$ cat src/rtl/hidrp_pkg.sv
package hidrp_pkg;

  localparam int MaxFieldsDefault  = 64;
  localparam int UsageDepthDefault = 16;

  localparam logic [1:0] TypeMain     = 2'd0;
  localparam logic [1:0] TypeGlobal   = 2'd1;
  localparam logic [1:0] TypeLocal    = 2'd2;
  localparam logic [1:0] TypeReserved = 2'd3;

  localparam logic [3:0] TagInput   = 4'd8;
  localparam logic [3:0] TagPage    = 4'd0;
  localparam logic [3:0] TagLmin    = 4'd1;
  localparam logic [3:0] TagLmax    = 4'd2;
  localparam logic [3:0] TagPmin    = 4'd3;
  localparam logic [3:0] TagPmax    = 4'd4;
  localparam logic [3:0] TagExp     = 4'd5;
  localparam logic [3:0] TagUnit    = 4'd6;
  localparam logic [3:0] TagSize    = 4'd7;
  localparam logic [3:0] TagId      = 4'd8;
  localparam logic [3:0] TagCount   = 4'd9;
  localparam logic [3:0] TagUsage   = 4'd0;

  // Long-item prefix: tag 15, reserved type, two data bytes.
  localparam logic [7:0] PrefixLong = 8'hFE;

  localparam logic [1:0] KindMore  = 2'd0;
  localparam logic [1:0] KindLast  = 2'd1;
  localparam logic [1:0] KindError = 2'd2;
  localparam logic [1:0] KindTrunc = 2'd3;

  // Complete item handed from the byte decoder to the executor.
  typedef struct packed {
    logic        start;
    logic [7:0]  prefix;
    logic [31:0] data;
  } item_t;

  typedef struct packed {
    logic [7:0]  rpt_id;
    logic [15:0] page_id;
    logic [15:0] usage;
    logic [31:0] field_bit_offset;
    logic [31:0] field_bit_size;
    logic [31:0] logical_min;
    logic [31:0] logical_max;
    logic [31:0] physical_min;
    logic [31:0] physical_max;
    logic [7:0]  unit_exponent;
    logic [31:0] unit_code;
    logic [1:0]  record_kind;
  } rec_t;

endpackage

$ cat src/rtl/hidrp_front.sv
module hidrp_front (
  input  logic               clk,
  input  logic               rst,
  input  logic               s_tvalid,
  output logic               s_tready,
  input  logic [7:0]         s_byte,
  input  logic               s_start,
  output logic               item_valid,
  input  logic               item_ready,
  output hidrp_pkg::item_t   item
);

  logic [2:0]  phase;
  logic [7:0]  prefix;
  logic [31:0] data;
  logic        pend_start;
  logic        halted;
  logic [2:0]  need;
  logic        acc;
  logic [2:0]  cur_phase;
  logic [7:0]  cur_prefix;
  logic [31:0] cur_data;
  logic [2:0]  cur_need;
  logic        done;
  logic        is_long;

  // Halt is mirrored here so that no item follows a long tag until the next start.
  assign s_tready = !item_valid || item_ready;
  assign acc      = s_tvalid && s_tready;

  always_comb begin
    cur_phase  = s_start ? 3'd0 : phase;
    cur_prefix = (cur_phase == 3'd0) ? s_byte : prefix;
    cur_data   = (cur_phase == 3'd0) ? 32'd0 : data;
    if (cur_phase != 3'd0) begin
      cur_data = data | ({24'd0, s_byte} << (5'd8 * {3'd0, cur_phase[1:0] - 2'd1}));
    end
    need     = (cur_prefix[1:0] == 2'b11) ? 3'd4 : {1'b0, cur_prefix[1:0]};
    cur_need = need;
    done     = (cur_phase == 3'd0) ? (cur_prefix[1:0] == 2'b00)
                                   : ((cur_phase) >= cur_need);
    is_long  = cur_prefix == hidrp_pkg::PrefixLong;
  end

  always_ff @(posedge clk) begin
    if (rst) begin
      phase      <= 3'd0;
      halted     <= 1'b0;
      item_valid <= 1'b0;
      pend_start <= 1'b0;
    end else begin
      if (item_valid && item_ready) item_valid <= 1'b0;
      if (acc) begin
        if (s_start || !halted) begin
          if (s_start) halted <= 1'b0;
          prefix <= cur_prefix;
          data   <= cur_data;
          if (done) begin
            phase      <= 3'd0;
            item_valid <= 1'b1;
            item.start <= s_start || pend_start;
            item.prefix <= cur_prefix;
            item.data  <= cur_data;
            pend_start <= 1'b0;
            if (is_long) halted <= 1'b1;
          end else begin
            phase <= cur_phase + 3'd1;
            if (s_start) pend_start <= 1'b1;
          end
        end
      end
    end
  end

endmodule

$ cat src/rtl/hidrp_back.sv
module hidrp_back #(
  parameter int MAX_FIELDS  = hidrp_pkg::MaxFieldsDefault,
  parameter int USAGE_DEPTH = hidrp_pkg::UsageDepthDefault
) (
  input  logic              clk,
  input  logic              rst,
  input  logic              item_valid,
  output logic              item_ready,
  input  hidrp_pkg::item_t  item,
  output logic              m_tvalid,
  input  logic              m_tready,
  output hidrp_pkg::rec_t   rec
);

  localparam int QW = (USAGE_DEPTH > 1) ? $clog2(USAGE_DEPTH) : 1;
  localparam int CW = $clog2(USAGE_DEPTH + 1);
  localparam int FW = $clog2(MAX_FIELDS + 1);

  typedef enum logic [3:0] {
    S_IDLE = 4'b0001, S_MUL = 4'b0010, S_EMIT = 4'b0100, S_DROP = 4'b1000
  } state_t;

  state_t state;
  logic [15:0] queue [USAGE_DEPTH];
  logic [QW-1:0] head;
  logic [CW-1:0] qcount;
  logic [15:0] page_reg;
  logic [31:0] lmin_reg, lmax_reg, pmin_reg, pmax_reg, unit_reg, size_reg, count_reg;
  logic [31:0] offset_reg, pos, product, left;
  logic [7:0]  exp_reg, id_reg;
  logic [15:0] use_reg;
  logic [FW-1:0] nleft;
  logic        emit_fld, dflt, trunc;
  logic [1:0]  typ;
  logic [3:0]  tag;
  logic [31:0] d;
  logic [QW-1:0] tail;
  logic        out_free;

  assign typ = item.prefix[3:2];
  assign tag = item.prefix[7:4];
  assign d   = item.data;
  assign out_free   = !m_tvalid || m_tready;
  assign item_ready = (state == S_IDLE) && out_free;
  assign dflt = (pmax_reg == 32'hFFFF_FFFF) || (pmin_reg == 32'hFFFF_FFFF) ||
                (pmax_reg == 32'd0 && pmin_reg == 32'd0);

  function automatic logic [QW-1:0] wrap_inc(input logic [QW-1:0] v);
    if ({1'b0, v} == (QW+1)'(USAGE_DEPTH - 1)) return '0;
    return v + QW'(1);
  endfunction

  function automatic logic [QW-1:0] wrap_add(input logic [QW-1:0] a, input logic [CW-1:0] b);
    logic [CW:0] s;
    s = (CW+1)'(a) + (CW+1)'(b);
    if (s >= (CW+1)'(USAGE_DEPTH)) s = s - (CW+1)'(USAGE_DEPTH);
    return QW'(s);
  endfunction

  assign tail = wrap_add(head, qcount);

  always_ff @(posedge clk) begin
    if (rst) begin
      state <= S_IDLE; m_tvalid <= 1'b0; qcount <= '0; head <= '0;
      page_reg <= '0; lmin_reg <= '0; lmax_reg <= '0; pmin_reg <= '0; pmax_reg <= '0;
      exp_reg <= '0; unit_reg <= '0; size_reg <= '0; count_reg <= '0; id_reg <= '0;
      offset_reg <= '0;
    end else begin
      if (m_tvalid && m_tready) m_tvalid <= 1'b0;
      unique case (state)
        S_IDLE: begin
          if (item_valid && out_free) begin
            if (item.start) begin
              page_reg <= '0; lmin_reg <= '0; lmax_reg <= '0; pmin_reg <= '0;
              pmax_reg <= '0; exp_reg <= '0; unit_reg <= '0; size_reg <= '0;
              count_reg <= '0; id_reg <= '0; offset_reg <= '0; qcount <= '0;
            end
            if (item.prefix == hidrp_pkg::PrefixLong) begin
              rec <= '0; rec.record_kind <= hidrp_pkg::KindError; m_tvalid <= 1'b1;
            end else if (typ == hidrp_pkg::TypeMain) begin
              if (tag == hidrp_pkg::TagInput && (d[0] || d[1])) begin
                // Work from the registers as the start item has just cleared them.
                emit_fld <= !d[0] && !item.start;
                state    <= S_MUL;
              end
            end else if (typ == hidrp_pkg::TypeGlobal) begin
              unique case (tag)
                hidrp_pkg::TagPage:  page_reg <= d[15:0];
                hidrp_pkg::TagLmin:  lmin_reg <= d;
                hidrp_pkg::TagLmax:  lmax_reg <= d;
                hidrp_pkg::TagPmin:  pmin_reg <= d;
                hidrp_pkg::TagPmax:  pmax_reg <= d;
                hidrp_pkg::TagExp:   exp_reg  <= (d >= 32'd8 && d <= 32'd15) ?
                                                 8'(d - 32'd16) : d[7:0];
                hidrp_pkg::TagUnit:  unit_reg <= d;
                hidrp_pkg::TagSize:  size_reg <= d;
                hidrp_pkg::TagId: begin
                  id_reg <= d[7:0]; offset_reg <= '0; qcount <= '0;
                end
                hidrp_pkg::TagCount: count_reg <= d;
                default: ;
              endcase
            end else if (typ == hidrp_pkg::TypeLocal) begin
              if (tag == hidrp_pkg::TagUsage &&
                  (qcount < CW'(USAGE_DEPTH) || item.start)) begin
                queue[item.start ? head : tail] <= d[15:0];
                qcount <= item.start ? CW'(1) : qcount + CW'(1);
              end
            end
          end
        end
        S_MUL: begin
          product <= 32'(size_reg * count_reg);
          pos     <= offset_reg;
          use_reg <= '0;
          trunc   <= count_reg > 32'(MAX_FIELDS);
          nleft   <= (count_reg > 32'(MAX_FIELDS)) ? FW'(MAX_FIELDS) : FW'(count_reg);
          left    <= (count_reg > 32'(MAX_FIELDS)) ? count_reg - 32'(MAX_FIELDS) : '0;
          if (emit_fld && count_reg != 32'd0) state <= S_EMIT;
          else state <= S_DROP;
          if (!emit_fld) left <= '0;
        end
        S_EMIT: begin
          if (out_free) begin
            logic [15:0] u;
            u = use_reg;
            if (qcount != '0) begin
              u = queue[head]; head <= wrap_inc(head); qcount <= qcount - CW'(1);
            end
            use_reg <= u;
            rec.rpt_id <= id_reg; rec.page_id <= page_reg; rec.usage <= u;
            rec.field_bit_offset <= pos; rec.field_bit_size <= size_reg;
            rec.logical_min <= lmin_reg; rec.logical_max <= lmax_reg;
            rec.physical_min <= dflt ? lmin_reg : pmin_reg;
            rec.physical_max <= dflt ? lmax_reg : pmax_reg;
            rec.unit_exponent <= exp_reg; rec.unit_code <= unit_reg;
            rec.record_kind <= (nleft != FW'(1)) ? hidrp_pkg::KindMore :
                               trunc ? hidrp_pkg::KindTrunc : hidrp_pkg::KindLast;
            m_tvalid <= 1'b1;
            pos   <= pos + size_reg;
            nleft <= nleft - FW'(1);
            if (nleft == FW'(1)) state <= S_DROP;
          end
        end
        S_DROP: begin
          if (left != '0) begin
            if (left >= 32'(qcount)) qcount <= '0;
            else qcount <= qcount - CW'(left);
            head <= wrap_add(head, (left >= 32'(qcount)) ? qcount : CW'(left));
          end
          offset_reg <= offset_reg + product;
          state <= S_IDLE;
        end
        default: state <= S_IDLE;
      endcase
    end
  end

endmodule

$ cat src/rtl/hid_report_descriptor_parser_top.sv
// HID report descriptor parser. Feed descriptor bytes one per request on the
// slave side, with start set on the first byte of each descriptor. Short items
// are assembled by a front decoder and passed through a one-item register to
// an executor that keeps the global state and a usage queue. The executor
// handles a completed item in its idle state, except an Input item with the
// constant or data flag, which then steps through the multiply, emit loop (one
// field record per step, at most MAX_FIELDS) and offset update states; output
// stalls hold the emit loop and the idle state.
// Input is held off while the executor is busy and the item register is full.
// A long tag produces one error record and the parser ignores bytes until start.
module hid_report_descriptor_parser_top #(
  parameter int MAX_FIELDS  = hidrp_pkg::MaxFieldsDefault,
  parameter int USAGE_DEPTH = hidrp_pkg::UsageDepthDefault
) (
  input  logic         clk,
  input  logic         rst,
  input  logic         s_tvalid,
  output logic         s_tready,
  input  logic [7:0]   s_tdata,  // desc_byte
  input  logic         s_tuser,  // start_req
  output logic         m_tvalid,
  input  logic         m_tready,
  // report id, usage page, usage, field_bit_offset, field_bit_size,
  // logical_min, logical_max, physical_min, physical_max, unit_exponent,
  // unit_code
  output logic [271:0] m_tdata,
  output logic [1:0]   m_tuser   // record_kind
);

  logic             item_valid, item_ready;
  hidrp_pkg::item_t item;
  hidrp_pkg::rec_t  rec;

  hidrp_front u_front (
    .clk, .rst, .s_tvalid, .s_tready, .s_byte(s_tdata), .s_start(s_tuser),
    .item_valid, .item_ready, .item
  );

  hidrp_back #(.MAX_FIELDS(MAX_FIELDS), .USAGE_DEPTH(USAGE_DEPTH)) u_back (
    .clk, .rst, .item_valid, .item_ready, .item, .m_tvalid, .m_tready, .rec
  );

  // Pack lowest field first.
  assign m_tdata = {rec.unit_code, rec.unit_exponent, rec.physical_max,
                    rec.physical_min, rec.logical_max, rec.logical_min,
                    rec.field_bit_size, rec.field_bit_offset, rec.usage,
                    rec.page_id, rec.rpt_id};
  assign m_tuser = rec.record_kind;

endmodule

$ cat config.mk
export PLATFORM = sky130hd
export DESIGN_NAME = hid_report_descriptor_parser_top
export DESIGN_NICKNAME = d
export VERILOG_FILES = /design/src/rtl/hidrp_pkg.sv /design/src/rtl/hidrp_front.sv /design/src/rtl/hidrp_back.sv /design/src/rtl/hid_report_descriptor_parser_top.sv
export SDC_FILE = /design/constraint.sdc
export NUM_CORES = 2
export LEC_CHECK = 0
export BUFFER_PORTS_ARGS = -buffer_cell sky130_fd_sc_hd__buf_2
export CAP_MARGIN = 20
export CORE_MARGIN = 2
export CORE_UTILIZATION = 35
export DETAILED_ROUTE_END_ITERATION = 12
export PLACE_DENSITY_LB_ADDON = 0.05
export SLEW_MARGIN = 10
export SYNTH_ARGS = -nofsm -noshare
export SYNTH_HDL_FRONTEND = slang
export SYNTH_SLANG_ARGS = --single-unit
export TNS_END_PERCENT = 30
$ cat constraint.sdc
create_clock -name clk -period 42.2 [get_ports clk]
set_input_delay 6.33 -clock clk [delete_from_list [all_inputs] [get_ports clk]]
set_output_delay 6.33 -clock clk [all_outputs]
set_load 0.01 [all_outputs]
; ---- Yosys cells after proc, flatten, opt, wreduce, memory -nomap -nowiden
; Memory sizes are Yosys's and may differ from the RTL's. A register that Yosys moved wholly into a read port is not among the register bits.
; Index checks and enable logic that the tools add are counted.
[op_classes]
add_sub_neg = 15
mul = 1
magnitude_cmp = 8
eq_ne = 32
shift = 1
muxes = 143
bitwise = 3
n_reduce_logical = 54
[op_table]
columns = cell, count
row1 = $mux W32, 46
row2 = $mux W274, 3
row3 = $pmux W274 S2, 1
row4 = $pmux W32 S2, 2
row5 = $mux W16, 7
row6 = $mux W8, 12
row7 = $mux W5, 14
row8 = $mux W4, 17
row9 = $add A32 B32 Y32, 2
row10 = $eq A32 B32 Y1 const B, 2
row11 = $logic_not A32 Y1, 2
row12 = $reduce_bool A32 Y1, 2
row13 = $ge A32 B4 Y1 const B, 1
row14 = $ge A32 B5 Y1, 1
row15 = $gt A32 B7 Y1 const B, 1
row16 = $le A32 B4 Y1 const B, 1
row17 = $mul A32 B32 Y32, 1
row18 = $or A32 B32 Y32, 1
row19 = $pmux W16 S2, 1
row20 = $shl A8 B5 Y32, 1
row21 = $sub A32 B7 Y32 const B, 1
row22 = $mux W1, 28
row23 = $eq A4 B3 Y1 const B, 5
row24 = $eq A4 B4 Y1 const B, 4
row25 = 45 further kinds, 101
[word_totals]
register_bits = 784
mem_bits_rw = 256
n_memories = 1
[mem_list]
columns = name, words, word_bits, read_ports, rd_ports_with_merged_regs, wr, line_no
row1 = u_back.queue, 16, 16, 1, 1, 1, hidrp_back.sv:24  ; logic [15:0] queue [USAGE_DEPTH];

; ---- Longest topological paths before layout
[depth]
ltp_word = 12
depth_mapped = 27
ltp_nobuf = 25

; ---- Cells and area by module
; From an unflattened synthesis, not the netlist that was laid out.
[hier_totals]
hier_cells = 5258
area_unflattened_um2 = 59559.6
[by_module_without_submodules]
columns = module, n_inst, cells_each, area_each_um2
row1 = hidrp_back, 1, 5032, 56205.2
row2 = hidrp_front, 1, 226, 3354.5

; ---- Worst setup path after synthesis
; OpenSTA, ideal clock, no wires.
[synth_path]
path_type = input to register
startpoint = input rst
endpoint = register, netlist name u_back.rec[0]
setup_time_ps = 1578
arrival_time_ps = 32294
required_ps = 40622
slack_ps = 8328
stages = 2
path_buffers = 1
path_cell_list = clkbuf_1 > nor4_1
[synth_between]
elab_chain_len = 2
[synth_rtl]
columns = item, line_no
row1 = "start, declared", hid_report_descriptor_parser_top.sv:16  ; input logic rst,
row2 = $not A1 Y1 (no line), n/a
row3 = $reduce_and A5 Y1 (no line), n/a
; No other way between the ends.
; A chain may end at the register's enable or synchronous reset.

; ---- Worst setup path in the final report
[layout_path]
startpoint = input m_tready
endpoint = output s_tready
[layout_between]
elab_chain_len = 3
[layout_rtl]
columns = item, line_no
row1 = "start, declared", hid_report_descriptor_parser_top.sv:22  ; input logic m_tready,
row2 = $logic_or A1 B1 Y1, hidrp_back.sv:43  ; assign out_free = !m_tvalid || m_tready;
row3 = $logic_and A1 B1 Y1, hidrp_back.sv:44  ; assign item_ready = (state == S_IDLE) && out_free;
row4 = $logic_or A1 B1 Y1, hidrp_front.sv:28  ; assign s_tready = !item_valid || item_ready;
row5 = "end, declared", hid_report_descriptor_parser_top.sv:18  ; output logic s_tready,
; No other way between the ends.

==> impl_metrics.sql <==
INSERT INTO impl_metrics (metric_group, metric, value, unit) VALUES
('outcome', 'status', 'completed', ''),
('die', 'num_io_pins', '289', ''),
('yosys', 'syn_nets', '5994', ''),
('yosys', 'synth.avg_cell_area', '11.1', 'um2'),
('yosys', 'yosysSeqAreaShare', '47.4', '%'),
('global_routing', 'grt_first_pass_wirelength', '282', 'mm'),
('yosys', 'postSynth.asyncResetShare', '0', '%'),
('timing', 'timing_hold_violations_final', '0', ''),
('yosys', 'post_synth_top_area_cell', 'sky130_fd_sc_hd__edfxtp_1', ''),
('clock_tree', 'cts_post_setup_buffers_inserted', '0', ''),
('timing', 'max_freq', '74.5', 'MHz'),
('global_routing', 'grt-ovfl-total', '0', ''),
('clock_tree', 'cts_htree_levels', '3', ''),
('layout', 'num-fill-cells', '16500', ''),
('job', 'max_cap_viol_count', '0', ''),
('timing', 'unrepaired_setup_endpoints_after_global_routing', 'false', ''),
('placed_design', 'io_buffer_count', '288', ''),
('routing', 'drt_pre_antenna_iters', '5', ''),
('layout', 'final_layout_size_suffix_gt1_share', '12.5', '%'),
('yosys', 'cell_count_after_synthesis', '5353', ''),
('routing', 'drt.antenna.violating_nets', '0', ''),
('routing', 'detail_route.wirelength.met1', '82.6', 'mm'),
('timing', 'timing_worst_slew_pin_value', '1.15', 'ns'),
('yosys', 'postSynthRegisterBits', '1044', ''),
('timing', 'clock-skew-final', '0.0379', 'ns'),
('critical_path', 'worst-path-max-fanout', '4', ''),
('routing', 'met3_routed_wirelength', '7.43', 'mm'),
('clock_tree', 'cts.sink_count', '1044', ''),
('critical_path', 'worstSetupStartpointType', 'primary input', ''),
('critical_path', 'r2r.worst_path.cells', '22', ''),
('critical_path', 'worst-setup-path-type', 'in2out', ''),
('die', 'height_of_the_die', '417', 'um'),
('power', 'design_power_total', '2.17', 'mW'),
('power', 'p_per_area', '32.1', 'mW/mm2'),
('clock_tree', 'postCtsResizedCells', '0', ''),
('timing', 'final_min_period_over_clock_period', '31.8', '%'),
('global_routing', 'largest_net_degree_at_the_start_of_global_routing', '208', ''),
('timing', 'final.setup.tns', '0', 'ns'),
('routing', 'avgRoutedWirePerCell', '24.5', 'um'),
('layout', 'fin_cells', '7863', ''),
('clock_tree', 'tritoncts', 'done', ''),
('layout', 'largest-register', 'u_back.rec', ''),
('hold_path', 'hold_start', 'u_back.unit_reg[15]$_SDFFE_PP0P_', ''),
('routing', 'drc', '0', ''),
('critical_path', 'worstSetupEndpointType', 'output pin', ''),
('die', 'design.core.area', '0.169', 'mm2'),
('placed_design', 'dp_hpwl', '128', 'mm'),
('yosys', 'ys_top_cells_by_count', 'sky130_fd_sc_hd__edfxtp_1 (732), sky130_fd_sc_hd__nand2_1 (623), sky130_fd_sc_hd__and2_1 (483), sky130_fd_sc_hd__inv_1 (433), sky130_fd_sc_hd__fa_1 (413)', ''),
('yosys', 'synth_cell_type_count', '75', ''),
('routing', 'vias_per_cell', '5.10', ''),
('routing', 'met2_wirelength', '98.5', 'mm'),
('global_routing', 'number_of_global_route_vias_before_repair', '40900', ''),
('timing', 'maxSlewHeadroom', '22.9', '%'),
('timing', 'finalSetupViolations', '0', ''),
('critical_path', 'crit_required', '35.87', 'ns'),
('power', 'vdd_ir_drop_max', '0.0311', 'mV'),
('yosys', 'synth_warnings', '0', ''),
('hold_path', 'hold_path_class', 'reg2reg', ''),
('clock_tree', 'root_driver', 'sky130_fd_sc_hd__clkbuf_16', ''),
('layout', 'largest_register_ff_count', '274', ''),
('yosys', 'synthTopCellsByArea', 'sky130_fd_sc_hd__edfxtp_1 (37%), sky130_fd_sc_hd__fa_1 (14%), sky130_fd_sc_hd__dfxtp_1 (10%)', ''),
('clock_tree', 'clk_pin_slew_worst_paths', '0.06', 'ns'),
('routing', 'count_of_routing_violations_after_the_opening_detailed_route_iteration', '2699', ''),
('placed_design', 'placedCellCount', '7641', ''),
('timing', 'fin_crit', '13.42', 'ns'),
('placed_design', 'place.gp.congestion', '0.787', ''),
('critical_path', 'arrival', '7.09', 'ns'),
('global_routing', 'antenna_found_initial', '4', ''),
('critical_path', 'r2r_end', 'u_back.product[31]$_DFFE_PP_', ''),
('clock_tree', 'clockBufferDepth', '3', ''),
('clock_tree', 'cts_buffers', '117', '');
-- placed cells by master, fill, tap and decap left out, drive strengths merged, types with 69 or more instances in the layout --
master  count
inv       435
xnor2     125
and2      483
nor2      304
dfxtp     312
fa        413
a21oi     361
edfxtp    732
ha        215
mux4       80
mux2i      69
clkbuf    157
buf       412
nand2     623
nand3     251
o21ai      95
-- cell families (layout without fill, tap and decap cells) --
| kind of cell | Yosys count | count (layout) | share of synthesized area, % |
|---|---|---|---|
| adders and majority gates | 628 | 628 | 18.4 |
| muxes | 157 | 157 | 4.34 |
| xor gates and xnor gates | 177 | 177 | 2.60 |
| buffers and inverters | 777 | 1068 | 4.95 |
| other | 0 | 1 | 0 |
| DFF | 1044 | 1044 | 47.4 |
| and+or+nand+nor | 1887 | 1887 | 15.5 |
| AOI/OAI and AO/OA | 683 | 683 | 6.86 |
-- per-stage QoR --
| step | hold WS [ns] | setup slack, ns | instance area [um2] |
|---|---|---|---|
| after floorplan | 0.443 | 8.33 | 59600 |
| after global placement | 0.450 | 28.80 | 63500 |
| final | 0.462 | 28.78 | 67400 |
| after global routing | 0.479 | 28.71 | 67400 |
| after CTS | 0.462 | 28.79 | 67400 |
| after detailed placement | 0.454 | 28.79 | 63600 |
-- metal layers --
layer  vias up  global-route usage (%)
li1      18500                       -
met1     20600                    28.8
met2       759                    38.9
met3       201                    2.31
met4         0                    5.12
met5         -                       0
-- layout make-up --
class | instances | area (um2) | area share, %
diodes | 1 | 2.50 | 0.00371
clock buffers | 157 | 3240 | 4.81
clock inverters | 64 | 609 | 0.904
inverters | 434 | 1630 | 2.42
multi-input cells | 3532 | 28500 | 42.3
flip-flops and latches | 1044 | 28200 | 41.9
well taps | 2218 | 2780 | 4.11
repair buffers | 413 | 2450 | 3.63
-- critical path: stages --
cell and delay (ns):
sky130_fd_sc_hd__buf_2 0.10, sky130_fd_sc_hd__nor2b_1 0.23, sky130_fd_sc_hd__o21ai_0 0.21, sky130_fd_sc_hd__buf_2 0.21
-- worst max path at each step --
stage | slack (ns) | end | from
finish | 28.78 | s_tready | m_tready
global route | 28.71 | s_tready | m_tready
CTS | 28.79 | s_tready | m_tready
detailed placement | 28.79 | s_tready | m_tready
global placement | 28.80 | s_tready | m_tready
floorplan | 8.33 | u_back.rec[0]$_SDFFCE_PN0P_ | rst
-- power by group --
part,internal (mW),switching [mW],total [mW]
Clock,0.598,0.432,1.03
Combinational,0.00919,0.0320,0.0413
Sequential,1.09,0.00514,1.10
Note: power is estimated with default switching activity, not from simulation.
